[config.mk]
export PLATFORM = sky130hd
export DESIGN_NAME = usmg_shade
export DESIGN_NICKNAME = d
export VERILOG_FILES = /design/src/hw/rtl/uv_sphere_mesh_generator_unit_defines.svh /design/src/hw/rtl/usmg_pkg.sv /design/src/hw/rtl/usmg_shade.sv
export SDC_FILE = /design/constraint.sdc
export NUM_CORES = 2
export LEC_CHECK = 0
export BUFFER_PORTS_ARGS = -buffer_cell sky130_fd_sc_hd__buf_2
export CORE_AREA = 2 2 285 258
export DETAILED_ROUTE_END_ITERATION = 6
export DIE_AREA = 0 0 287 260
export PLACE_DENSITY = 0.89
export SLEW_MARGIN = 20
export SYNTH_ARGS = -nofsm -noshare
export SYNTH_HDL_FRONTEND = slang
export SYNTH_SLANG_ARGS = --single-unit
[constraint.sdc]
create_clock -name clock -period 11.85 [get_ports clock]
set_input_delay 2.37 -clock clock [delete_from_list [all_inputs] [get_ports clock]]
set_output_delay 2.37 -clock clock [all_outputs]
set_load 0.01 [all_outputs]
[src/hw/rtl/uv_sphere_mesh_generator_unit_defines.svh]
// ---------------------------------------------------------------------------
// uv sphere mesh generator assertion macros
// shared concurrent assertion forms, clocked and reset-qualified
// ---------------------------------------------------------------------------
`ifndef UV_SPHERE_MESH_GENERATOR_UNIT_DEFINES_SVH
`define UV_SPHERE_MESH_GENERATOR_UNIT_DEFINES_SVH

// same-cycle implication
`define USMG_ASSERT_IMPL(label, clk, rst, ante, cons) \
   label: assert property (@(posedge clk) disable iff (rst) (ante) |-> (cons)) \
      else $error("usmg assertion failed");

// next-cycle implication
`define USMG_ASSERT_NEXT(label, clk, rst, ante, cons) \
   label: assert property (@(posedge clk) disable iff (rst) (ante) |=> (cons)) \
      else $error("usmg assertion failed");

`endif

[src/hw/rtl/usmg_pkg.sv]
// ---------------------------------------------------------------------------
// usmg package
// widths, latencies, types and helper functions of the sphere mesh unit
// ---------------------------------------------------------------------------
package usmg_pkg;

   localparam int INDEX_W        = 8;
   localparam int VIDX_W         = 16;
   localparam int POS_W          = 17;
   localparam int NORM_W         = 16;
   localparam int TEX_W          = 17;
   localparam int RADIUS_W       = 16;
   localparam int PHASE_W        = 16;

   localparam int DIV_NUM_W      = 25;
   localparam int DIV_DEN_W      = 9;
   localparam int DIV_STEPS      = 5;
   localparam int DIV_STAGES     = DIV_NUM_W / DIV_STEPS;

   localparam int CORDIC_ITERS   = 16;
   localparam int CORDIC_STEPS   = 2;
   localparam int CORDIC_STAGES  = CORDIC_ITERS / CORDIC_STEPS;
   localparam int CORDIC_LAT     = CORDIC_STAGES + 1;
   localparam int CORDIC_XY_W    = 32;
   localparam int CORDIC_Z_W     = 26;
   localparam logic signed [CORDIC_XY_W-1:0] CORDIC_X0 = 32'sd163008219;

   localparam int SHADE_STAGES   = 2;
   localparam int TEX_LAT        = CORDIC_LAT + SHADE_STAGES;
   localparam int TOTAL_LAT      = DIV_STAGES + TEX_LAT;

   localparam logic [TEX_W-1:0]  TEX_ONE  = 17'd65536;
   localparam logic signed [NORM_W-1:0] UNIT_Q14 = 16'sd16384;

   typedef enum logic [1:0] {
      QUAD_EAST  = 2'd0,
      QUAD_NORTH = 2'd1,
      QUAD_WEST  = 2'd2,
      QUAD_SOUTH = 2'd3
   } quad_type;

   typedef enum logic [1:0] {
      CSR_RADIUS      = 2'd0,
      CSR_SLICE_COUNT = 2'd1,
      CSR_STACK_COUNT = 2'd2
   } csr_index_type;

   typedef struct packed {
      logic signed [CORDIC_XY_W-1:0] x;
      logic signed [CORDIC_XY_W-1:0] y;
      logic signed [CORDIC_Z_W-1:0]  z;
      quad_type                      quad;
   } cordic_vec_type;

   typedef struct packed {
      logic [VIDX_W-1:0] corner_a;
      logic [VIDX_W-1:0] corner_b;
      logic [VIDX_W-1:0] corner_c;
      logic              valid;
   } tri_type;

   typedef struct packed {
      logic [TEX_W-1:0] u;
      logic [TEX_W-1:0] v;
   } tex_type;

   // arctangent table, 2^-24 turn
   function automatic logic signed [CORDIC_Z_W-1:0] cordic_angle(input int k);
      case (k)
         0:       cordic_angle = 26'sd2097152;
         1:       cordic_angle = 26'sd1238021;
         2:       cordic_angle = 26'sd654136;
         3:       cordic_angle = 26'sd332050;
         4:       cordic_angle = 26'sd166669;
         5:       cordic_angle = 26'sd83416;
         6:       cordic_angle = 26'sd41718;
         7:       cordic_angle = 26'sd20860;
         8:       cordic_angle = 26'sd10430;
         9:       cordic_angle = 26'sd5215;
         10:      cordic_angle = 26'sd2608;
         11:      cordic_angle = 26'sd1304;
         12:      cordic_angle = 26'sd652;
         13:      cordic_angle = 26'sd326;
         14:      cordic_angle = 26'sd163;
         15:      cordic_angle = 26'sd81;
         default: cordic_angle = 26'sd0;
      endcase
   endfunction

   // q2.28 to q1.14, round half up, clamp to plus or minus one
   function automatic logic signed [NORM_W-1:0] round_clamp_q14(
      input logic signed [CORDIC_XY_W-1:0] v);
      logic signed [CORDIC_XY_W-1:0] t;
      t = (v + 32'sd8192) >>> 14;
      if (t > 32'sd16384) begin
         round_clamp_q14 = UNIT_Q14;
      end else if (t < -32'sd16384) begin
         round_clamp_q14 = -UNIT_Q14;
      end else begin
         round_clamp_q14 = t[NORM_W-1:0];
      end
   endfunction

endpackage

[src/hw/rtl/usmg_shade.sv]
// ---------------------------------------------------------------------------
// usmg shade
// normal from the two angle pairs, then position as radius times normal
// ---------------------------------------------------------------------------
module usmg_shade import usmg_pkg::*; (
   input  logic                     clock,
   input  logic                     reset,
   input  logic                     enable,
   input  logic                     in_valid,
   input  logic signed [NORM_W-1:0] sin_theta,
   input  logic signed [NORM_W-1:0] cos_theta,
   input  logic signed [NORM_W-1:0] sin_phi,
   input  logic signed [NORM_W-1:0] cos_phi,
   input  logic [RADIUS_W-1:0]      radius,
   output logic                     out_valid,
   output logic signed [NORM_W-1:0] norm_x,
   output logic signed [NORM_W-1:0] norm_y,
   output logic signed [NORM_W-1:0] norm_z,
   output logic signed [POS_W-1:0]  pos_x,
   output logic signed [POS_W-1:0]  pos_y,
   output logic signed [POS_W-1:0]  pos_z
);

   localparam int PROD_W = RADIUS_W + 1 + NORM_W + 1;

   logic [SHADE_STAGES-1:0]          valid_ff;
   logic signed [NORM_W-1:0]         nx_ff, ny_ff, nz_ff;
   logic signed [NORM_W-1:0]         nx_in, ny_in;
   logic signed [NORM_W-1:0]         nx2_ff, ny2_ff, nz2_ff;
   logic signed [POS_W-1:0]          px_ff, py_ff, pz_ff;
   logic signed [POS_W-1:0]          px_in, py_in, pz_in;
   logic signed [CORDIC_XY_W-1:0]    prod_x, prod_y;
   logic signed [PROD_W-1:0]         rad_s;

   assign prod_x = sin_phi * cos_theta;
   assign prod_y = sin_phi * sin_theta;
   assign nx_in  = round_clamp_q14(prod_x);
   assign ny_in  = round_clamp_q14(prod_y);

   assign rad_s = $signed({{(PROD_W-RADIUS_W){1'b0}}, radius});

   always_comb begin : p_scale
      logic signed [PROD_W-1:0] tx, ty, tz;
      tx = (rad_s * PROD_W'(nx_ff) + PROD_W'(8192)) >>> 14;
      ty = (rad_s * PROD_W'(ny_ff) + PROD_W'(8192)) >>> 14;
      tz = (rad_s * PROD_W'(nz_ff) + PROD_W'(8192)) >>> 14;
      px_in = tx[POS_W-1:0];
      py_in = ty[POS_W-1:0];
      pz_in = tz[POS_W-1:0];
   end

   always_ff @(posedge clock) begin
      if (enable) begin
         nx_ff  <= nx_in;
         ny_ff  <= ny_in;
         nz_ff  <= cos_phi;
         nx2_ff <= nx_ff;
         ny2_ff <= ny_ff;
         nz2_ff <= nz_ff;
         px_ff  <= px_in;
         py_ff  <= py_in;
         pz_ff  <= pz_in;
      end
   end

   always_ff @(posedge clock) begin
      if (reset) begin
         valid_ff <= '0;
      end else if (enable) begin
         valid_ff <= {valid_ff[SHADE_STAGES-2:0], in_valid};
      end
   end

   assign out_valid = valid_ff[SHADE_STAGES-1];
   assign norm_x    = nx2_ff;
   assign norm_y    = ny2_ff;
   assign norm_z    = nz2_ff;
   assign pos_x     = px_ff;
   assign pos_y     = py_ff;
   assign pos_z     = pz_ff;

endmodule

**Word-level counts from Yosys, hierarchy flattened**

Cells that the tools add are included.

- Register bits: 149
- Input port bits: 84
- Output and inout bits: 100
- Word-level logic and storage cells: 30

- $add $sub $neg: 5
- $mul: 5
- Order comparisons: 4
- Multiplexer cells: 2
- Reduce and logical (&&, ||, !) cells: 2

Operator list:

| cell | count |
|---|---|
| $add 31x15->31 const B | 3 |
| $mul 17x16->31 | 3 |
| $add 32x15->32 const B | 2 |
| $mul 16x16->32 | 2 |
| $gt 18x16->1 const B | 2 |
| $lt 18x15->1 const B | 2 |
| $mux 16 | 2 |
| $reduce_or 2->1 | 2 |

**Depth between registers and ports, before layout**

- Depth after elaboration: 4
- Gate-level depth with buffers: 27
- Gate-level depth less buffers: 24

**Worst setup path after synthesis**

No wires, ideal clock.

- Path type: in2reg
- Start point: input port sin_theta[1]
- End point: register ny_ff[2] (data pin)
- Setup time: 264 ps
- Data arrival time: 8426 ps
- Data required time: 11586 ps
- Path slack: 3160 ps
- Stages: 25
- Path buffers: 3
- Cells stage by stage: clkbuf_1 -> nand2_1 -> inv_1 -> fa_1 -> inv_1 -> fa_1 -> inv_1 -> fa_1 -> fa_1 -> fa_1 -> inv_1 -> fa_1 -> inv_1 -> ha_1 -> buf_2 -> a211oi_1 -> o21bai_1 -> a211oi_1 -> o21ai_0 -> nor4b_1 -> or4_1 -> nand3_1 -> a22oi_1 -> buf_2 -> a21oi_1

- Longest elaborated chain between the ends: 4
- Elaborated cells on any way between the ends: 5
- Those cells by class: add/sub: 1; mul: 1; order compare: 2; reduce/logical: 1

RTL lines:

| element | RTL line | text |
|---|---|---|
| start: declaration | usmg_shade.sv:10 | `input logic signed [NORM_W-1:0] sin_theta,` |
| $mul 16x16->32 * | usmg_shade.sv:36 | `assign prod_y = sin_phi * sin_theta;` |
| $add 32x15->32 * | usmg_pkg.sv:94 | `t = (v + 32'sd8192) >>> 14;` |
| $gt 18x16->1 / $lt 18x15->1 (equally long branches) | usmg_pkg.sv:95, usmg_pkg.sv:97 |  |
| $reduce_or 2->1 (no source line) | - |  |
| end signal: assignment | usmg_shade.sv:55 | `ny_ff <= ny_in;` |
| end: declaration | usmg_shade.sv:27 | `logic signed [NORM_W-1:0] nx_ff, ny_ff, nz_ff;` |

Mark *: on every way between the ends. The rest lies on a longest branch, timed or not.
A chain may end at the register's enable or synchronous reset.

**Worst setup path in the final report**

- Start point: input port sin_phi[15]
- End point: register ny_ff[12] (data pin)

- Longest elaborated chain between the ends: 4
- Elaborated cells on any way between the ends: 5
- Those cells by class: add/sub: 1; mul: 1; order compare: 2; reduce/logical: 1

RTL lines:

| element | RTL line | text |
|---|---|---|
| start: declaration | usmg_shade.sv:12 | `input logic signed [NORM_W-1:0] sin_phi,` |
| $mul 16x16->32 * | usmg_shade.sv:36 |  |
| $add 32x15->32 * | usmg_pkg.sv:94 |  |
| $gt 18x16->1 / $lt 18x15->1 (equally long branches) | usmg_pkg.sv:95, usmg_pkg.sv:97 |  |
| $reduce_or 2->1 (no source line) | - |  |

Marks and branches as above.

==> flow_metrics.py <==
metrics = {
    "outcome": {
        "run_status": "complete, no violations",
    },
    "routing": {
        "drt_pass1_iterations": 6,
        "first_iter_violations": 3141,
        "routed_via_density": 5.820,
        "route.detailed.drc": 0,
        "detail_route.wirelength_mm": 119.6,
        "num_vias": 35410,
        "antenna_left": 0,
        "routedWlPerCell_um": 19.67,
    },
    "final_layout": {
        "syn2layout_area_growth_pct": 4.291,
        "layout.nets": 6779,
        "final-instance-count-excl-fill": 6084,
        "post_route_cells_drive_above_1_share": 0.04893,
    },
    "worst_setup_path": {
        "crit-reg2reg-capture": "pos_y[16]$_DFFE_PP_",
        "setup.worst_path.end_class": "flip-flop",
        "critical_path_arrival_ns": 9.74,
        "worst_ep_required_time_ns": 12.10,
        "worstRegToRegCells": 22,
        "worstSetupPathType": "in -> reg",
        "start_kind": "primary input",
        "slowest_delay_ns": 0.79,
        "reg_to_reg_critical_path_startpoint": "ny_ff[1]$_SDFFCE_PP0P_",
        "crit_family": "adder cells",
        "path_common_cell": "sky130_fd_sc_hd__fa_1",
        "reg2reg_slack_ns": 4.75,
        "number_of_buffer_and_inverter_instances_along_the_worst_setup_path": 6,
        "worstPathCellList": "buf_2 -> nand2_1 -> inv_1 -> fa_1 -> inv_1 -> fa_1 -> inv_1 -> fa_1 -> fa_1 -> fa_1 -> inv_1 -> fa_1 -> inv_1 -> ha_1 -> a211oi_1 -> o21bai_1 -> a211oi_1 -> o21ai_0 -> nor4b_1 -> or4_1 -> nand3_1 -> a22oi_1 -> and3b_1",
        "timing.critical_path.slowest_stage_cell": "sky130_fd_sc_hd__a22oi_1",
        "worstPathMaxFanout": 32,
    },
    "clocking": {
        "cts_post_setup_buffers_inserted": 0,
        "ctsResizeCount": 0,
        "cts-root-buf": "sky130_fd_sc_hd__clkbuf_16",
        "tritoncts": "built",
        "cts-hold-fix-buffers": 0,
        "clk_sinks": 149,
        "htree_num_levels": 4,
        "worstSkewPairLatency_ns": 0.52,
        "clkSlewWorstSetupHoldPaths_ns": 0.07,
        "cts_max_path_buffers": 2,
        "num_cts_buffers": 17,
    },
    "floorplan": {
        "floorplan.core_area_um2": 71450,
        "placement_rows": 93,
        "ioPinCount": 184,
        "die_height_um": 260,
        "initial_core_util": 0.6768,
        "dieWidth_um": 287,
        "dieArea_um2": 74620,
    },
    "logic_synthesis": {
        "postSynth.asyncResetShare": 0,
        "synth_warn": 0,
        "synth-seq-area-share": 0.09212,
        "dominantRegCellSynth": "sky130_fd_sc_hd__edfxtp_1",
        "synth_top_area_cell": "sky130_fd_sc_hd__fa_1",
        "ys_top_cells_by_area": "sky130_fd_sc_hd__fa_1, sky130_fd_sc_hd__ha_1, sky130_fd_sc_hd__inv_1",
        "post_synthesis_net_count": 6773,
        "synth_top_area_share": 0.4579,
        "post_synth_inst_count": 5111,
        "synth-seq-cells": 149,
        "syn-mean-instance-area_um2": 9.460,
        "number_of_synthesized_flops_with_an_enable_pin": 147,
        "netlist_area_um2": 48350,
        "netlist-cell-type-count": 71,
    },
    "placed_design": {
        "io_buffers": 183,
        "placedCellCount": 6048,
        "gp_congestion": 0.9222,
        "detailed_place_hpwl_mm": 92.17,
    },
    "worst_hold_path": {
        "hold-path-endpoint": "valid_ff[1]$_SDFFE_PP0P_",
        "worstHoldPathCells": 2,
        "holdCritStartpoint": "valid_ff[1]$_SDFFE_PP0P_",
        "min_path_type": "reg -> reg",
    },
    "global_route": {
        "antenna_found_initial": 6,
        "grt_overflow_total": 0,
        "first_pass_grt_wire_length_mm": 199.1,
        "maximum_number_of_pins_on_one_net_before_global_route_repair": 83,
        "number_of_global_route_vias_before_repair": 39900,
        "grt_use_total": 0.3421,
    },
    "sta": {
        "finClkSkew_ns": 0.02411,
        "setup_tns_ns": 0,
        "max-slew-margin-rel": 0.3267,
        "worst_pin_slew_ns": 1.010,
        "finalCritPeriodShare": 0.8009,
        "final_max_slew_viol_count": 0,
        "grt_setup_unrepaired": "no",
        "min_period_ns": 9.491,
        "setup_viol_count_final": 0,
        "final-hold-violation-count": 0,
        "max_freq_mhz": 105.4,
    },
    "run": {
        "timing.max_cap.violations": 0,
    },
}
[placed cells by master (no fill, tap or decap), types with 10 or more instances in the layout]
| cell | n |
|---|---|
| sky130_fd_sc_hd__inv_1 | 1291 |
| sky130_fd_sc_hd__fa_1 | 1106 |
| sky130_fd_sc_hd__nand2_1 | 718 |
| sky130_fd_sc_hd__and2_1 | 522 |
| sky130_fd_sc_hd__ha_1 | 472 |
| sky130_fd_sc_hd__buf_2 | 182 |
| sky130_fd_sc_hd__edfxtp_1 | 147 |
| sky130_fd_sc_hd__a21oi_1 | 79 |
| sky130_fd_sc_hd__nor2_1 | 76 |
| sky130_fd_sc_hd__xnor2_1 | 71 |
| sky130_fd_sc_hd__nand2b_1 | 54 |
| sky130_fd_sc_hd__a21o_1 | 36 |
| sky130_fd_sc_hd__o21ai_0 | 36 |
| sky130_fd_sc_hd__xor2_1 | 33 |
| sky130_fd_sc_hd__nand3_1 | 25 |
| sky130_fd_sc_hd__nor3_1 | 25 |
| sky130_fd_sc_hd__buf_4 | 24 |
| sky130_fd_sc_hd__o21a_1 | 22 |
| sky130_fd_sc_hd__nand4_1 | 17 |
| sky130_fd_sc_hd__clkbuf_16 | 17 |
| sky130_fd_sc_hd__o211ai_1 | 14 |
| sky130_fd_sc_hd__a211oi_1 | 14 |
| sky130_fd_sc_hd__a31oi_1 | 10 |
[cell type report]
| type | count | area, µm² |
|---|---|---|
| multi-input combinational | 3451 | 38210 |
| fill | 4858 | 21020 |
| timing repair buffer | 207 | 1102 |
| antenna | 4 | 10.01 |
| clock buffer | 17 | 425.4 |
| clock inverter | 15 | 185.2 |
| sequential | 149 | 4454 |
| tap | 950 | 1189 |
| inverter | 1291 | 4846 |
[cells in the mapped netlist, types with 5 or more instances]
library cell / count
sky130_fd_sc_hd__o211ai_1: 14
sky130_fd_sc_hd__fa_1: 1106
sky130_fd_sc_hd__and2_1: 522
sky130_fd_sc_hd__nor3_1: 25
sky130_fd_sc_hd__and3_1: 5
sky130_fd_sc_hd__ha_1: 472
sky130_fd_sc_hd__o2111ai_1: 6
sky130_fd_sc_hd__nand4_1: 17
sky130_fd_sc_hd__a21oi_1: 79
sky130_fd_sc_hd__inv_1: 1291
sky130_fd_sc_hd__a31oi_1: 10
sky130_fd_sc_hd__or3_1: 6
sky130_fd_sc_hd__o21a_1: 22
sky130_fd_sc_hd__nor2_1: 76
sky130_fd_sc_hd__clkbuf_1: 215
sky130_fd_sc_hd__nand3_1: 25
sky130_fd_sc_hd__edfxtp_1: 147
sky130_fd_sc_hd__nand2_1: 718
sky130_fd_sc_hd__nor2b_1: 6
sky130_fd_sc_hd__o21ai_0: 36
sky130_fd_sc_hd__a211oi_1: 14
sky130_fd_sc_hd__nand2b_1: 54
sky130_fd_sc_hd__o21bai_1: 7
sky130_fd_sc_hd__xnor2_1: 71
sky130_fd_sc_hd__a21o_1: 36
sky130_fd_sc_hd__xor2_1: 33
[routing by layer]
layer / track usage / vias to the layer above / part of all wire
met4: 0.1633 / 0 / 0.052
met2: 0.5754 / 2138 / 0.48
met5: 0 / - / 0
li1: - / 15080 / -
met1: 0.4224 / 17690 / 0.36
met3: 0.07482 / 505 / 0.11
[worst max-delay path by stage]
stage	start	endpoint	slack, ns	cells after the start
after floorplan	sin_theta[1]	ny_ff[2]$_SDFFCE_PP0P_	3.16	25
after global placement	sin_phi[15]	ny_ff[11]$_SDFFCE_PP0P_	2.13	23
after detailed placement	sin_phi[15]	ny_ff[11]$_SDFFCE_PP0P_	2.00	23
after CTS	sin_phi[15]	ny_ff[12]$_SDFFCE_PP0P_	2.51	21
after global routing	sin_phi[15]	ny_ff[8]$_SDFFCE_PP0P_	1.85	23
final	sin_phi[15]	ny_ff[12]$_SDFFCE_PP0P_	2.36	23
[per-stage QoR]
step                      hold WS, ns  utilization  instance area [µm²]  setup WS, ns
after floorplan                0.4601            -                48350         3.160
final                          0.5032       0.7058                50430         2.359
after detailed placement       0.4944       0.6971                49810         1.998
after global routing           0.5474       0.7058                50430         1.851
after global placement         0.4687       0.6971                49810         2.130
after CTS                      0.5121       0.7057                50420         2.505
[tightest hold or removal path, stage by stage (launching register included)]
cell and delay, ns:
sky130_fd_sc_hd__dfxtp_1 0.33, sky130_fd_sc_hd__mux2i_1 0.06, sky130_fd_sc_hd__nor2_1 0.08
[cells by family (layout without fill, tap and decap cells)]
logic type,count (synthesis),after routing,synth area share
buf+inv,1511,1530,0.1175
xor+xnor,106,106,0.01977
mux,4,4,0.0008281
compound gates,279,279,0.03895
flops,149,149,0.09212
fa+ha+maj,1578,1578,0.5801
simple gates,1484,1484,0.1507
other cells,0,4,0
[sequential cells by signal, summed over array words and instances, names as in the netlist]
name / flops
norm_x: 16
norm_y: 16
norm_z: 16
nx_ff: 16
ny_ff: 16
nz_ff: 16
pos_x: 17
pos_y: 17
pos_z: 17
valid_ff: 2
Power is not shown: default switching activity piles up to over one toggle a cycle in this logic, so the estimate is an artifact.
