<file path="src/hw/rtl/uv_sphere_mesh_generator_unit_defines.svh">
// ---------------------------------------------------------------------------
// uv sphere mesh generator assertion macros
// shared concurrent assertion forms, clocked and reset-qualified
// ---------------------------------------------------------------------------
`ifndef UV_SPHERE_MESH_GENERATOR_UNIT_DEFINES_SVH
`define UV_SPHERE_MESH_GENERATOR_UNIT_DEFINES_SVH

// same-cycle implication
`define USMG_ASSERT_IMPL(label, clk, rst, ante, cons) \
   label: assert property (@(posedge clk) disable iff (rst) (ante) |-> (cons)) \
      else $error("usmg assertion failed");

// next-cycle implication
`define USMG_ASSERT_NEXT(label, clk, rst, ante, cons) \
   label: assert property (@(posedge clk) disable iff (rst) (ante) |=> (cons)) \
      else $error("usmg assertion failed");

`endif

</file>
<file path="src/hw/rtl/usmg_pkg.sv">
// ---------------------------------------------------------------------------
// usmg package
// widths, latencies, types and helper functions of the sphere mesh unit
// ---------------------------------------------------------------------------
package usmg_pkg;

   localparam int INDEX_W        = 8;
   localparam int VIDX_W         = 16;
   localparam int POS_W          = 17;
   localparam int NORM_W         = 16;
   localparam int TEX_W          = 17;
   localparam int RADIUS_W       = 16;
   localparam int PHASE_W        = 16;

   localparam int DIV_NUM_W      = 25;
   localparam int DIV_DEN_W      = 9;
   localparam int DIV_STEPS      = 5;
   localparam int DIV_STAGES     = DIV_NUM_W / DIV_STEPS;

   localparam int CORDIC_ITERS   = 16;
   localparam int CORDIC_STEPS   = 2;
   localparam int CORDIC_STAGES  = CORDIC_ITERS / CORDIC_STEPS;
   localparam int CORDIC_LAT     = CORDIC_STAGES + 1;
   localparam int CORDIC_XY_W    = 32;
   localparam int CORDIC_Z_W     = 26;
   localparam logic signed [CORDIC_XY_W-1:0] CORDIC_X0 = 32'sd163008219;

   localparam int SHADE_STAGES   = 2;
   localparam int TEX_LAT        = CORDIC_LAT + SHADE_STAGES;
   localparam int TOTAL_LAT      = DIV_STAGES + TEX_LAT;

   localparam logic [TEX_W-1:0]  TEX_ONE  = 17'd65536;
   localparam logic signed [NORM_W-1:0] UNIT_Q14 = 16'sd16384;

   typedef enum logic [1:0] {
      QUAD_EAST  = 2'd0,
      QUAD_NORTH = 2'd1,
      QUAD_WEST  = 2'd2,
      QUAD_SOUTH = 2'd3
   } quad_type;

   typedef enum logic [1:0] {
      CSR_RADIUS      = 2'd0,
      CSR_SLICE_COUNT = 2'd1,
      CSR_STACK_COUNT = 2'd2
   } csr_index_type;

   typedef struct packed {
      logic signed [CORDIC_XY_W-1:0] x;
      logic signed [CORDIC_XY_W-1:0] y;
      logic signed [CORDIC_Z_W-1:0]  z;
      quad_type                      quad;
   } cordic_vec_type;

   typedef struct packed {
      logic [VIDX_W-1:0] corner_a;
      logic [VIDX_W-1:0] corner_b;
      logic [VIDX_W-1:0] corner_c;
      logic              valid;
   } tri_type;

   typedef struct packed {
      logic [TEX_W-1:0] u;
      logic [TEX_W-1:0] v;
   } tex_type;

   // arctangent table, 2^-24 turn
   function automatic logic signed [CORDIC_Z_W-1:0] cordic_angle(input int k);
      case (k)
         0:       cordic_angle = 26'sd2097152;
         1:       cordic_angle = 26'sd1238021;
         2:       cordic_angle = 26'sd654136;
         3:       cordic_angle = 26'sd332050;
         4:       cordic_angle = 26'sd166669;
         5:       cordic_angle = 26'sd83416;
         6:       cordic_angle = 26'sd41718;
         7:       cordic_angle = 26'sd20860;
         8:       cordic_angle = 26'sd10430;
         9:       cordic_angle = 26'sd5215;
         10:      cordic_angle = 26'sd2608;
         11:      cordic_angle = 26'sd1304;
         12:      cordic_angle = 26'sd652;
         13:      cordic_angle = 26'sd326;
         14:      cordic_angle = 26'sd163;
         15:      cordic_angle = 26'sd81;
         default: cordic_angle = 26'sd0;
      endcase
   endfunction

   // q2.28 to q1.14, round half up, clamp to plus or minus one
   function automatic logic signed [NORM_W-1:0] round_clamp_q14(
      input logic signed [CORDIC_XY_W-1:0] v);
      logic signed [CORDIC_XY_W-1:0] t;
      t = (v + 32'sd8192) >>> 14;
      if (t > 32'sd16384) begin
         round_clamp_q14 = UNIT_Q14;
      end else if (t < -32'sd16384) begin
         round_clamp_q14 = -UNIT_Q14;
      end else begin
         round_clamp_q14 = t[NORM_W-1:0];
      end
   endfunction

endpackage

</file>
<file path="src/hw/rtl/usmg_divider.sv">
// ---------------------------------------------------------------------------
// usmg divider
// pipelined restoring divider, several quotient bits per stage
// ---------------------------------------------------------------------------
module usmg_divider import usmg_pkg::*; (
   input  logic                 clock,
   input  logic                 reset,
   input  logic                 enable,
   input  logic                 in_valid,
   input  logic [DIV_NUM_W-1:0] in_num,
   input  logic [DIV_DEN_W-1:0] in_den,
   output logic                 out_valid,
   output logic [DIV_NUM_W-1:0] out_quo
);

   logic [DIV_STAGES-1:0] valid_ff;
   logic [DIV_NUM_W-1:0]  work_ff [DIV_STAGES];
   logic [DIV_NUM_W-1:0]  work_in [DIV_STAGES];
   logic [DIV_DEN_W-1:0]  rem_ff  [DIV_STAGES];
   logic [DIV_DEN_W-1:0]  rem_in  [DIV_STAGES];
   logic [DIV_DEN_W-1:0]  den_ff  [DIV_STAGES];

   for (genvar s = 0; s < DIV_STAGES; s++) begin : g_stage
      logic [DIV_NUM_W-1:0] work_src;
      logic [DIV_DEN_W-1:0] rem_src;
      logic [DIV_DEN_W-1:0] den_src;

      if (s == 0) begin : g_first
         assign work_src = in_num;
         assign rem_src  = '0;
         assign den_src  = in_den;
      end else begin : g_next
         assign work_src = work_ff[s-1];
         assign rem_src  = rem_ff[s-1];
         assign den_src  = den_ff[s-1];
      end

      // shifted-in quotient bits replace numerator bits from the bottom
      always_comb begin : p_steps
         logic [DIV_NUM_W-1:0] w;
         logic [DIV_DEN_W-1:0] r;
         logic [DIV_DEN_W:0]   t;
         w = work_src;
         r = rem_src;
         for (int n = 0; n < DIV_STEPS; n++) begin
            t = {r, w[DIV_NUM_W-1]};
            w = {w[DIV_NUM_W-2:0], 1'b0};
            if (t >= {1'b0, den_src}) begin
               t    = t - {1'b0, den_src};
               w[0] = 1'b1;
            end
            r = t[DIV_DEN_W-1:0];
         end
         work_in[s] = w;
         rem_in[s]  = r;
      end

      always_ff @(posedge clock) begin
         if (enable) begin
            work_ff[s] <= work_in[s];
            rem_ff[s]  <= rem_in[s];
            den_ff[s]  <= den_src;
         end
      end
   end

   always_ff @(posedge clock) begin
      if (reset) begin
         valid_ff <= '0;
      end else if (enable) begin
         valid_ff <= {valid_ff[DIV_STAGES-2:0], in_valid};
      end
   end

   assign out_valid = valid_ff[DIV_STAGES-1];
   assign out_quo   = work_ff[DIV_STAGES-1];

endmodule

</file>
<file path="config.mk">
export PLATFORM = sky130hd
export DESIGN_NAME = usmg_divider
export DESIGN_NICKNAME = d
export VERILOG_FILES = /design/src/hw/rtl/uv_sphere_mesh_generator_unit_defines.svh /design/src/hw/rtl/usmg_pkg.sv /design/src/hw/rtl/usmg_divider.sv
export SDC_FILE = /design/constraint.sdc
export NUM_CORES = 1
export LEC_CHECK = 0
export BUFFER_PORTS_ARGS = -buffer_cell sky130_fd_sc_hd__buf_2
export CELL_PAD_IN_SITES_DETAIL_PLACEMENT = 0
export CELL_PAD_IN_SITES_GLOBAL_PLACEMENT = 1
export CORE_MARGIN = 5
export CORE_UTILIZATION = 46
export DETAILED_ROUTE_END_ITERATION = 12
export PLACE_DENSITY_LB_ADDON = 0.3
export SYNTH_ARGS = -nofsm -noshare
export SYNTH_HDL_FRONTEND = slang
export SYNTH_SLANG_ARGS = --single-unit
</file>
<file path="constraint.sdc">
create_clock -name clock -period 9.58 [get_ports clock]
set_input_delay 0 -clock clock [delete_from_list [all_inputs] [get_ports clock]]
set_output_delay 0 -clock clock [all_outputs]
set_load 0.05 [all_outputs]
</file>
* After elaboration in Yosys (flattened, before gate mapping)
Memories as Yosys holds them, arrays and structs flattened.
Index checks and enable logic that the tools add are counted.
W data, S select, Z words.
** Storage, ports and cells
- Output and inout port bits :: 26
- Register bits :: 5
- Logic and storage cells :: 106
- RAM bits :: 215
- Memories :: 3
** Memories
- work_ff :: words 5, width 25, rd ports 5, clocked after memory_dff 0, wr ports 5, line usmg_divider.sv:17 : logic [DIV_NUM_W-1:0] work_ff [DIV_STAGES];
- den_ff :: words 5, width 9, rd ports 4, clocked after memory_dff 0, wr ports 5, line usmg_divider.sv:21 : logic [DIV_DEN_W-1:0] den_ff [DIV_STAGES];
- rem_ff :: words 5, width 9, rd ports 4, clocked after memory_dff 0, wr ports 5, line usmg_divider.sv:19 : logic [DIV_DEN_W-1:0] rem_ff [DIV_STAGES];
** Cells by class
- $lt $le $gt $ge :: 25
- Mux-type cells :: 52
- Add/subtract/negate cells :: 25
** Operators with widths (number)
- $ge A10 B9 Y1 :: 24
- $mux W9 :: 25
- $sub A9 B9 Y9 :: 24
- $mux W1 :: 27
- $ge A1 B9 Y1 :: 1
- $sub A1 B9 Y9 :: 1

* Depth between registers and ports, before layout
Gate-level depths: netlist (run 1).
An unclocked memory read counts as a cell.
- Word-level depth :: 11
- Gate-level depth with buffers :: 51
- Gate-level depth less buffers :: 48

* Worst setup path before layout (run 1)
No wires, ideal clock.
- Path kind :: reg-to-reg
- From :: memory den_ff[1][1] (netlist: den_ff[0][10])
- To :: memory rem_ff[2][8] (netlist: rem_ff[0][26]), data pin
- Cell stages (with the launch flop) :: 47
- Data required time :: 9.319 ns
- Path buffers :: 3
- Arrival :: 10.194 ns
- Setup slack :: -0.875 ns
- Cells stage by stage :: edfxtp_1 > inv_1 > fa_1 > a211oi_2 > o21a_1 > o32ai_4 > nor2_1 > inv_1 > nand2_1 > o21ai_0 > fa_1 > nand2b_1 > a211oi_1 > o31ai_1 > o211a_1 > inv_2 > mux2_2 > ha_1 > [... 11 more ...] > a21oi_1 > nor2b_1 > o31ai_1 > nand2_1 > or3_1 > buf_2 > nand2_1 > mux2i_1 > fa_1 > nand2_1 > nand2_1 > a21o_1 > a221oi_1 > o21ai_0 > or4_1 > o311a_1 > buf_2 > a221o_1
** RTL lines (line)
- start, declared :: usmg_divider.sv:21
- end, declared :: usmg_divider.sv:19

==> run summary, run 1 <==
gr usage total -> 22.41%
Post-Syn Area -> 17580 um^2
antenna violations before repair -> 0
share of layout cells above drive strength 1 -> 42.31%
Mapped Cells -> 1724
Final Hold Fails -> 0
Antenna Diode Count -> 0
Crit Path Max Fanout -> 7
clock root buffer -> clkbuf_16
reg-to-reg startpoint -> work_ff[0][74]
clk slew on worst S/H paths -> 0.06 ns
post-route DRC violation count -> 0
RSZ-0062 raised after global routing -> yes
min Tclk post-route -> 9.707 ns
HPWL after DPL -> 37180 um
reg2reg end -> rem_ff[0][35]
drt pass-1 iters -> 5
global-route wire length before repair -> 76960 um
FP Rows -> 71
grt ovf -> 0
CP top delay family -> compound AO/OA/AOI/OAI gates
Async SR Flop Fraction -> 0%
sequential fraction of the synthesis area -> 34.22%
routed length per placed instance -> 17.52 um
Max Fclk -> 103.0 MHz
CTS tree -> built
failing checks -> setup timing
Syn Area/Cell -> 10.20 um^2
H-Tree Depth -> 1
Storage cell area -> 6016 um^2
Place WS -> -0.3302 ns
crit start category -> flip-flop
crit-path most repeated cell -> buf_4
max incr delay on CP -> 0.38 ns
Net count, final -> 2621
count leader, synth -> ha_1
Synthesized Nets -> 2003
r2r setup slk -> -0.13 ns
synth unique cells -> 87
fin crit share -> 101.3%
Yosys top cell area share -> 33.65%
port bufs -> 63
Multi-input gate area -> 12820 um^2
io pins -> 64
Worst-Margin Slew -> 1.080 ns
clock sinks -> 202
clk buf depth -> 3
Worst Reg-to-Reg Cells -> 48
P&R area growth vs syn -> 45.58%
worst hold slack -> 0.03925 ns
Fillers -> 2939
synthesis-stage register bit count -> 202
final WL -> 50320 um
Max Cap Violations -> 0
CP Data Arrival Time -> 10.02 ns
status -> complete, but fails checks
hold path endpoint -> work_ff[0][20]
Synth Warn # -> 0
Yosys top cell by area -> edfxtp_1
largest net degree at the start of global routing -> 120
Pins Over Slew Limit -> 0
initial drt markers -> 699
Post-synth EDFFs -> 197
core area -> 37670 um^2
setup_tns -> -1.233 ns
Worst-Skew Late Latency -> 0.56 ns
Rel. slew slack -> 28.03%
number of vias per cell -> 5.386
CTS buffer count -> 25
synth top area cells -> edfxtp_1 34%, ha_1 16%, mux2_2 6.0%
hold path depth -> 1
Vias -> 15470
Die ar. -> 42230 um^2
Starting Density -> 46.67%
GP Congestion -> 0.9439
critical path class -> flip-flop to flip-flop
antenna viol nets, final -> 0
synth cell count leaders -> 218 x ha_1, 197 x edfxtp_1, 164 x inv_1
Buf/Inv on CP -> 14
vias in the first global route -> 15470
utilization after layout -> 67.94%
Main synth FF type -> edfxtp_1
final worst setup slack -> -0.1271 ns
CP required -> 9.89 ns
die width -> 205.5 um
final setup fails -> 18
Crit. End Element -> flip-flop
Clock Skew -> 0.01278 ns
HP Class -> input pin to flip-flop
die height -> 205.5 um
Hold Crit Start -> enable
Slowest cell on crit path -> fa_2
## cell families (layout without fill, tap and decap cells)
kind of cell,after synthesis,in the layout,synth area share [%]
fa+ha+maj,241,241,18.14
flops,202,202,34.22
mux,135,136,8.562
simple gates,384,384,10.95
buf+inv,189,824,4.085
compound gates,444,445,17.62
xor+xnor,129,129,6.427
## per-stage QoR
step	instance area [um^2]	cells
floorplan	17880	1724
global placement	22050	2720
detailed placement	22050	2720
CTS	23660	2822
global route	25590	2872
finish	25590	2872
## sequential cells by signal, indices dropped and copies added (netlist names)
name / flops
rem_ff: 36
den_ff: 36
work_ff: 125
valid_ff: 5
## metal layers
| layer | global-route usage, % | share of wire [%] |
|---|---|---|
| met2 | 40.41 | 50 |
| met3 | 2.585 | 3.2 |
| met4 | 5.837 | 3.1 |
| met1 | 28.55 | 44 |
| met5 | 0 | 0 |
## cell type report
class	instances	share of cell area, %
sequential	202	23.51
tap	511	2.498
clock buffer	31	2.699
multi-input combinational	1335	50.09
timing repair buffer	602	17.81
inverter	176	2.728
clock inverter	15	0.6698
## layout by cell type, fill, tap and decap left out, drive strengths merged, types with 23 or more instances in the layout
cell type    count
nor3            29
nor2           118
mux2            93
ha             218
nand2           76
inv            175
a21oi          117
buf            569
nand4           33
nor2b           42
edfxtp         197
dlygate4sd3     33
fa              23
a21o            58
clkbuf          31
xor2            44
o21ai           80
xnor2           85
mux2i           43
## how the worst max path moves through the flow
| stage | startpoint | endpoint | slack (ns) | cells past startpoint |
|---|---|---|---|---|
| floorplan | work_ff[0][49] | rem_ff[0][26] | 0.01 | 47 |
| global placement | work_ff[0][24] | rem_ff[0][11] | -0.14 | 49 |
| detailed placement | work_ff[0][49] | rem_ff[0][24] | -0.33 | 49 |
| CTS | work_ff[0][74] | rem_ff[0][30] | -0.005 | 45 |
| global route | work_ff[0][49] | rem_ff[0][19] | -0.51 | 48 |
| finish | work_ff[0][74] | rem_ff[0][35] | -0.13 | 48 |
## timing repair
action | 4_1_cts | 5_1_grt
hold buffers | 33 | 0
setup buffers | 20 | 51
gates resized for setup | 58 | 300
endpoints found under the hold margin | 36 | 0
pin swaps | 30 | 132
gates cloned | 3 | 1
endpoints found under the setup margin | 30 | 41
## worst register-to-register path: cells and delay by family (launching register included)
family / cells / cell delay [ns]
buffers and inverters: 14 / 1.57
xor gates and xnor gates: 1 / 0.13
muxes: 6 / 1.67
AOI/OAI and AO/OA: 16 / 3.31
DFF: 1 / 0.37
adders and majority gates: 6 / 1.63
and+or+nand+nor: 5 / 0.78
Power of run 1 is not shown: default switching activity piles up to over one toggle a cycle in this logic, so the estimate is an artifact.
==> inputs of run 2 (changes only) <==
Settings changed: CORE_UTILIZATION 46 to 51.
Clock period 9.58 ns to 9.7 ns, I/O delays scaled along.
==> run summary, run 2 (synthesis results as in run 1) <==
final WL -> 49210 um (-2.2%)
Largest regs -> work_ff: 125 flops, den_ff: 36 flops, rem_ff: 36 flops
Crit Path Max Fanout -> 7 (unchanged)
initial drt markers -> 841 (+20%)
register with the most flip-flops -> work_ff
Net count, final -> 2529 (-3.5%)
largest net degree at the start of global routing -> 122 (+1.7%)
Starting Density -> 51.27% (+4.6 points)
Die ar. -> 38280 um^2 (-9.3%)
Worst-Skew Late Latency -> 0.56 ns (about the same)
failing checks -> setup timing
grt ovf -> 0 (unchanged)
gr usage total -> 23.42% (+1.0 points)
clock sinks -> 202 (unchanged)
CP Data Arrival Time -> 10.12 ns (+0.10 ns)
crit start category -> flip-flop
Vias -> 15220 (-1.6%)
port bufs -> 63 (unchanged)
Clock Skew -> 0.03752 ns (+0.02474 ns)
routed length per placed instance -> 18.07 um (+3.1%)
share of layout cells above drive strength 1 -> 38.54% (-3.8 points)
Final Hold Fails -> 0 (unchanged)
core area -> 34290 um^2 (-9.0%)
clock root buffer -> clkbuf_16
setup_tns -> -1.091 ns (+0.1418 ns)
critical path class -> flip-flop to flip-flop
antenna violations before repair -> 1 (+1)
Max Cap Violations -> 0 (unchanged)
H-Tree Depth -> 1 (unchanged)
clk slew on worst S/H paths -> 0.06 ns (about the same)
final worst setup slack -> -0.1226 ns (+0.004480 ns)
number of vias per cell -> 5.590 (+3.8%)
CTS buffer count -> 24 (-4.0%)
FP Rows -> 68 (-4.2%)
global-route wire length before repair -> 74620 um (-3.0%)
post-route DRC violation count -> 0 (unchanged)
Fillers -> 2455 (-16%)
GP Congestion -> 0.9265 (-1.8%)
commonest non-fill, non-tap cell in the layout -> buf_4
Max Fclk -> 101.8 MHz (-1.2%)
Slowest cell on crit path -> or4_4
max FFs per register -> 125 (unchanged)
max incr delay on CP -> 0.47 ns (+0.09 ns)
fin crit share -> 101.3% (about the same)
Pins Over Slew Limit -> 0 (unchanged)
vias in the first global route -> 15200 (-1.7%)
CP required -> 10.00 ns (+0.11 ns)
commonest cells after routing, fill and taps aside -> 399 x buf_4, 197 x edfxtp_1, 166 x ha_1
final setup fails -> 16 (-2)
io pins -> 64 (unchanged)
antenna viol nets, final -> 0 (unchanged)
HPWL after DPL -> 35660 um (-4.1%)
Place WS -> -0.6219 ns (-0.2917 ns)
status -> complete, but fails checks
P&R area growth vs syn -> 39.45%
min Tclk post-route -> 9.823 ns (+0.1155 ns)
die height -> 195.7 um (-4.8%)
Antenna Diode Count -> 0 (unchanged)
drt pass-1 iters -> 5 (unchanged)
Worst-Margin Slew -> 1.042 ns (-0.03759 ns)
CTS tree -> built
Crit. End Element -> flip-flop
die width -> 195.7 um (-4.8%)
RSZ-0062 raised after global routing -> yes
clk buf depth -> 3 (unchanged)
Rel. slew slack -> 30.54% (+2.5 points)
HP Class -> input pin to flip-flop
-- run 2: critical path, delay by kind of cell (launching register included) --
family          cells  cell delay, ns
simple gates       11            2.36
fa+ha+maj           6            1.74
compound gates     17            3.47
buf+inv             5            0.49
flops               1            0.40
mux                 3            1.09
-- run 2: worst paths after layout --
path	startpoint	endpoint	slack, ns	cells past startpoint
min reg2reg	work_ff[0][6]	work_ff[0][36]	0.39	0
min	enable	work_ff[0][21]	0.03	1
max reg2reg	work_ff[0][49]	rem_ff[0][22]	-0.12	42
max	work_ff[0][49]	rem_ff[0][22]	-0.12	42
-- run 2: routing by layer --
layer	vias to the layer above	wire length (um)	part of all wire (%)	GRT usage, %
met3	114	1702	3.5	2.937
met4	2	1754	3.6	7.473
met2	314	25120	51	42.40
met1	7295	20620	42	29.06
li1	7497	-	-	-
met5	-	15	0.030	0
-- run 2: repair_timing --
action,CTS,global route
setup buffers,37,62
endpoints found under the setup margin,29,41
pin swaps,21,98
hold endpoints to repair,36,0
gates cloned,2,3
hold buffers,33,0
resized for setup,65,234
-- run 2: per-stage QoR --
stage               hold slack (ns)  util (%)  instance area, um^2  cells
floorplan                   0.07238         -                17710   1724
global placement             0.1764     61.02                20920   2544
detailed placement           0.1781     61.02                20920   2544
CTS                         0.06912     66.42                22770   2660
global route                0.07842     71.50                24510   2723
finish                      0.03090     71.50                24510   2723
-- run 2: final cells by class --
class,instances,area (um^2),area share (%)
clock buffer,29,660.6,2.695
clock inverter,15,264.0,1.077
inverter,176,688.2,2.807
multi-input combinational,1334,12420,50.68
sequential,202,6016,24.54
tap,455,569.3,2.322
timing repair buffer,511,3885,15.85
timing repair inverter,1,7.507,0.03062
Power of run 2 is left out for the same reason.
==> inputs of run 3 (changes only) <==
Settings changed: CORE_UTILIZATION 51 to 52, CTS_BUF_LIST set to sky130_fd_sc_hd__clkbuf_4, GPL_TIMING_DRIVEN set to 0.
Clock period 9.7 ns to 9.4 ns, I/O delays scaled along.
==> run summary, run 3 (synthesis results as in run 1) <==
post-route DRC violation count -> 0 (unchanged)
RSZ-0062 raised after global routing -> yes
Max Cap Violations -> 0 (unchanged)
gr usage total -> 24.27% (+0.85 points)
fin crit share -> 107.0% (+5.8 points)
HPWL after DPL -> 31190 um (-13%)
Storage cell area -> 6016 um^2 (unchanged)
die width -> 193.9 um (-0.92%)
Setup crit start -> work_ff[0][49]
Max Fclk -> 99.39 MHz (-2.4%)
Pins Over Slew Limit -> 0 (unchanged)
core area -> 33450 um^2 (-2.4%)
Crit Path Max Fanout -> 7 (unchanged)
number of vias per cell -> 5.766 (+3.1%)
min Tclk post-route -> 10.06 ns (+0.2391 ns)
final worst setup slack -> -0.6617 ns (-0.5391 ns)
utilization after layout -> 73.01% (+1.5 points)
vias in the first global route -> 15600 (+2.6%)
r2r setup slk -> -0.66 ns (-0.54 ns)
Net count, final -> 2479 (-2.0%)
Worst Reg-to-Reg Cells -> 56 (+33%)
port bufs -> 63 (unchanged)
crit-path most repeated cell -> buf_4
reg2reg end -> rem_ff[0][24]
commonest cells after routing, fill and taps aside -> 269 x buf_4, 197 x edfxtp_1, 148 x ha_1
Largest regs -> work_ff: 125 flops, den_ff: 36 flops, rem_ff: 36 flops
final WL -> 49220 um (about the same)
crit path to -> rem_ff[0][24]
die height -> 193.9 um (-0.92%)
drt pass-1 iters -> 7 (+2)
FP Rows -> 67 (-1.5%)
max FFs per register -> 125 (unchanged)
CTS buffer count -> 54 (+130%)
final setup fails -> 30 (+14)
Fillers -> 2293 (-6.6%)
Final Hold Fails -> 0 (unchanged)
GP Congestion -> 0.9046 (-2.4%)
Clock Skew -> 0.08476 ns (+0.04724 ns)
Vias -> 15500 (+1.8%)
global-route wire length before repair -> 76090 um (+2.0%)
Die ar. -> 37580 um^2 (-1.8%)
Rel. slew slack -> 24.34% (-6.2 points)
max incr delay on CP -> 0.42 ns (-0.05 ns)
largest net degree at the start of global routing -> 105 (-14%)
antenna viol nets, final -> 0 (unchanged)
crit start category -> flip-flop
clk slew on worst S/H paths -> 0.07 ns (about the same)
initial drt markers -> 1013 (+20%)
critical path class -> flip-flop to flip-flop
register with the most flip-flops -> work_ff
Worst-Skew Late Latency -> 0.82 ns (+0.26 ns)
HP Class -> input pin to flip-flop
clk buf depth -> 3 (unchanged)
clock sinks -> 202 (unchanged)
grt ovf -> 0 (unchanged)
Worst-Margin Slew -> 1.135 ns (+0.09291 ns)
status -> complete, but fails checks
failing checks -> setup timing
H-Tree Depth -> 2 (+1)
routed length per placed instance -> 18.31 um (+1.3%)
CTS tree -> built
clock root buffer -> clkbuf_4
antenna violations before repair -> 2 (+1)
share of layout cells above drive strength 1 -> 39.25% (+0.71 points)
commonest non-fill, non-tap cell in the layout -> buf_4
Starting Density -> 52.56% (+1.3 points)
CP Data Arrival Time -> 10.59 ns (+0.47 ns)
Multi-input gate area -> 12970 um^2 (+4.4%)
Crit. End Element -> flip-flop
io pins -> 64 (unchanged)
P&R area growth vs syn -> 38.92%
Slowest cell on crit path -> edfxtp_1
reg-to-reg startpoint -> work_ff[0][49]
CP required -> 9.93 ns (-0.07 ns)
run 3: changes by cell type in the layout (fill, tap and decap cells not counted), moves of 10 or more:
cell / delta
dlygate4sd3_1: +33
clkbuf_16: -27
inv_1: -15
clkinv_1: +10
a21oi_1: -14
clkbuf_4: +75
buf_4: -130
ha_1: -18
buf_6: +11
run 3: repair_timing:
item | 4_1_cts | 5_1_grt
pin swaps | 105 | 141
endpoints found under the setup margin | 41 | 41
hold buffers | 66 | 0
gates resized for setup | 225 | 179
buffers inserted | 208 | 85
endpoints found under the hold margin | 131 | 0
cloned | 4 | 0
run 3: worst min-delay path by stage:
stage               slack, ns  cells after the start  startpoint              to
floorplan                0.07                      1       reset     valid_ff[0]
global placement         0.18                      1  in_num[19]  work_ff[0][24]
detailed placement       0.18                      1  in_num[15]  work_ff[0][20]
CTS                      0.01                      4   in_den[0]    rem_ff[0][2]
global route            0.008                      5  in_num[23]    rem_ff[0][3]
finish                   0.06                      5  in_num[23]    rem_ff[0][3]
run 3: area by class of cell:
type,count,area share (%)
sequential,202,24.63
multi-input combinational,1333,53.09
inverter,176,3.054
clock buffer,74,2.275
timing repair buffer,421,13.62
buffer,11,0.4867
antenna,3,0.03074
clock inverter,19,0.4765
timing repair inverter,1,0.03074
tap,448,2.295
run 3: worst max-delay path: cells and delay by family (launching register included):
kind,cells,cell delay (ns)
and+or+nand+nor,7,1.00
DFF,1,0.42
AOI/OAI and AO/OA,17,3.37
buffers and inverters,25,2.98
adders and majority gates,5,1.32
muxes,2,0.65
run 3: through the flow:
step                hold WS, ns  instances  cell area, um^2  setup slack, ns  TNS (ns)
global route           0.007926       2687            24420          -0.9227    -21.04
global placement         0.1761       2235            18920           -1.727    -61.21
floorplan               0.07238       1724            18050         -0.07346   -0.5140
finish                  0.06246       2688            24420          -0.6617    -11.27
CTS                     0.01286       2605            23020          -0.5944    -10.61
detailed placement       0.1781       2236            18960           -1.884    -65.02
run 3: routing by layer:
metal / global-route usage, % / vias up / part of all wire (%)
met5: 0 / - / 0
met4: 9.714 / 0 / 4.1
met3: 4.587 / 179 / 5.0
met2: 42.71 / 486 / 50
met1: 29.41 / 7404 / 41
li1: - / 7430 / -
Power of run 3 is left out for the same reason.
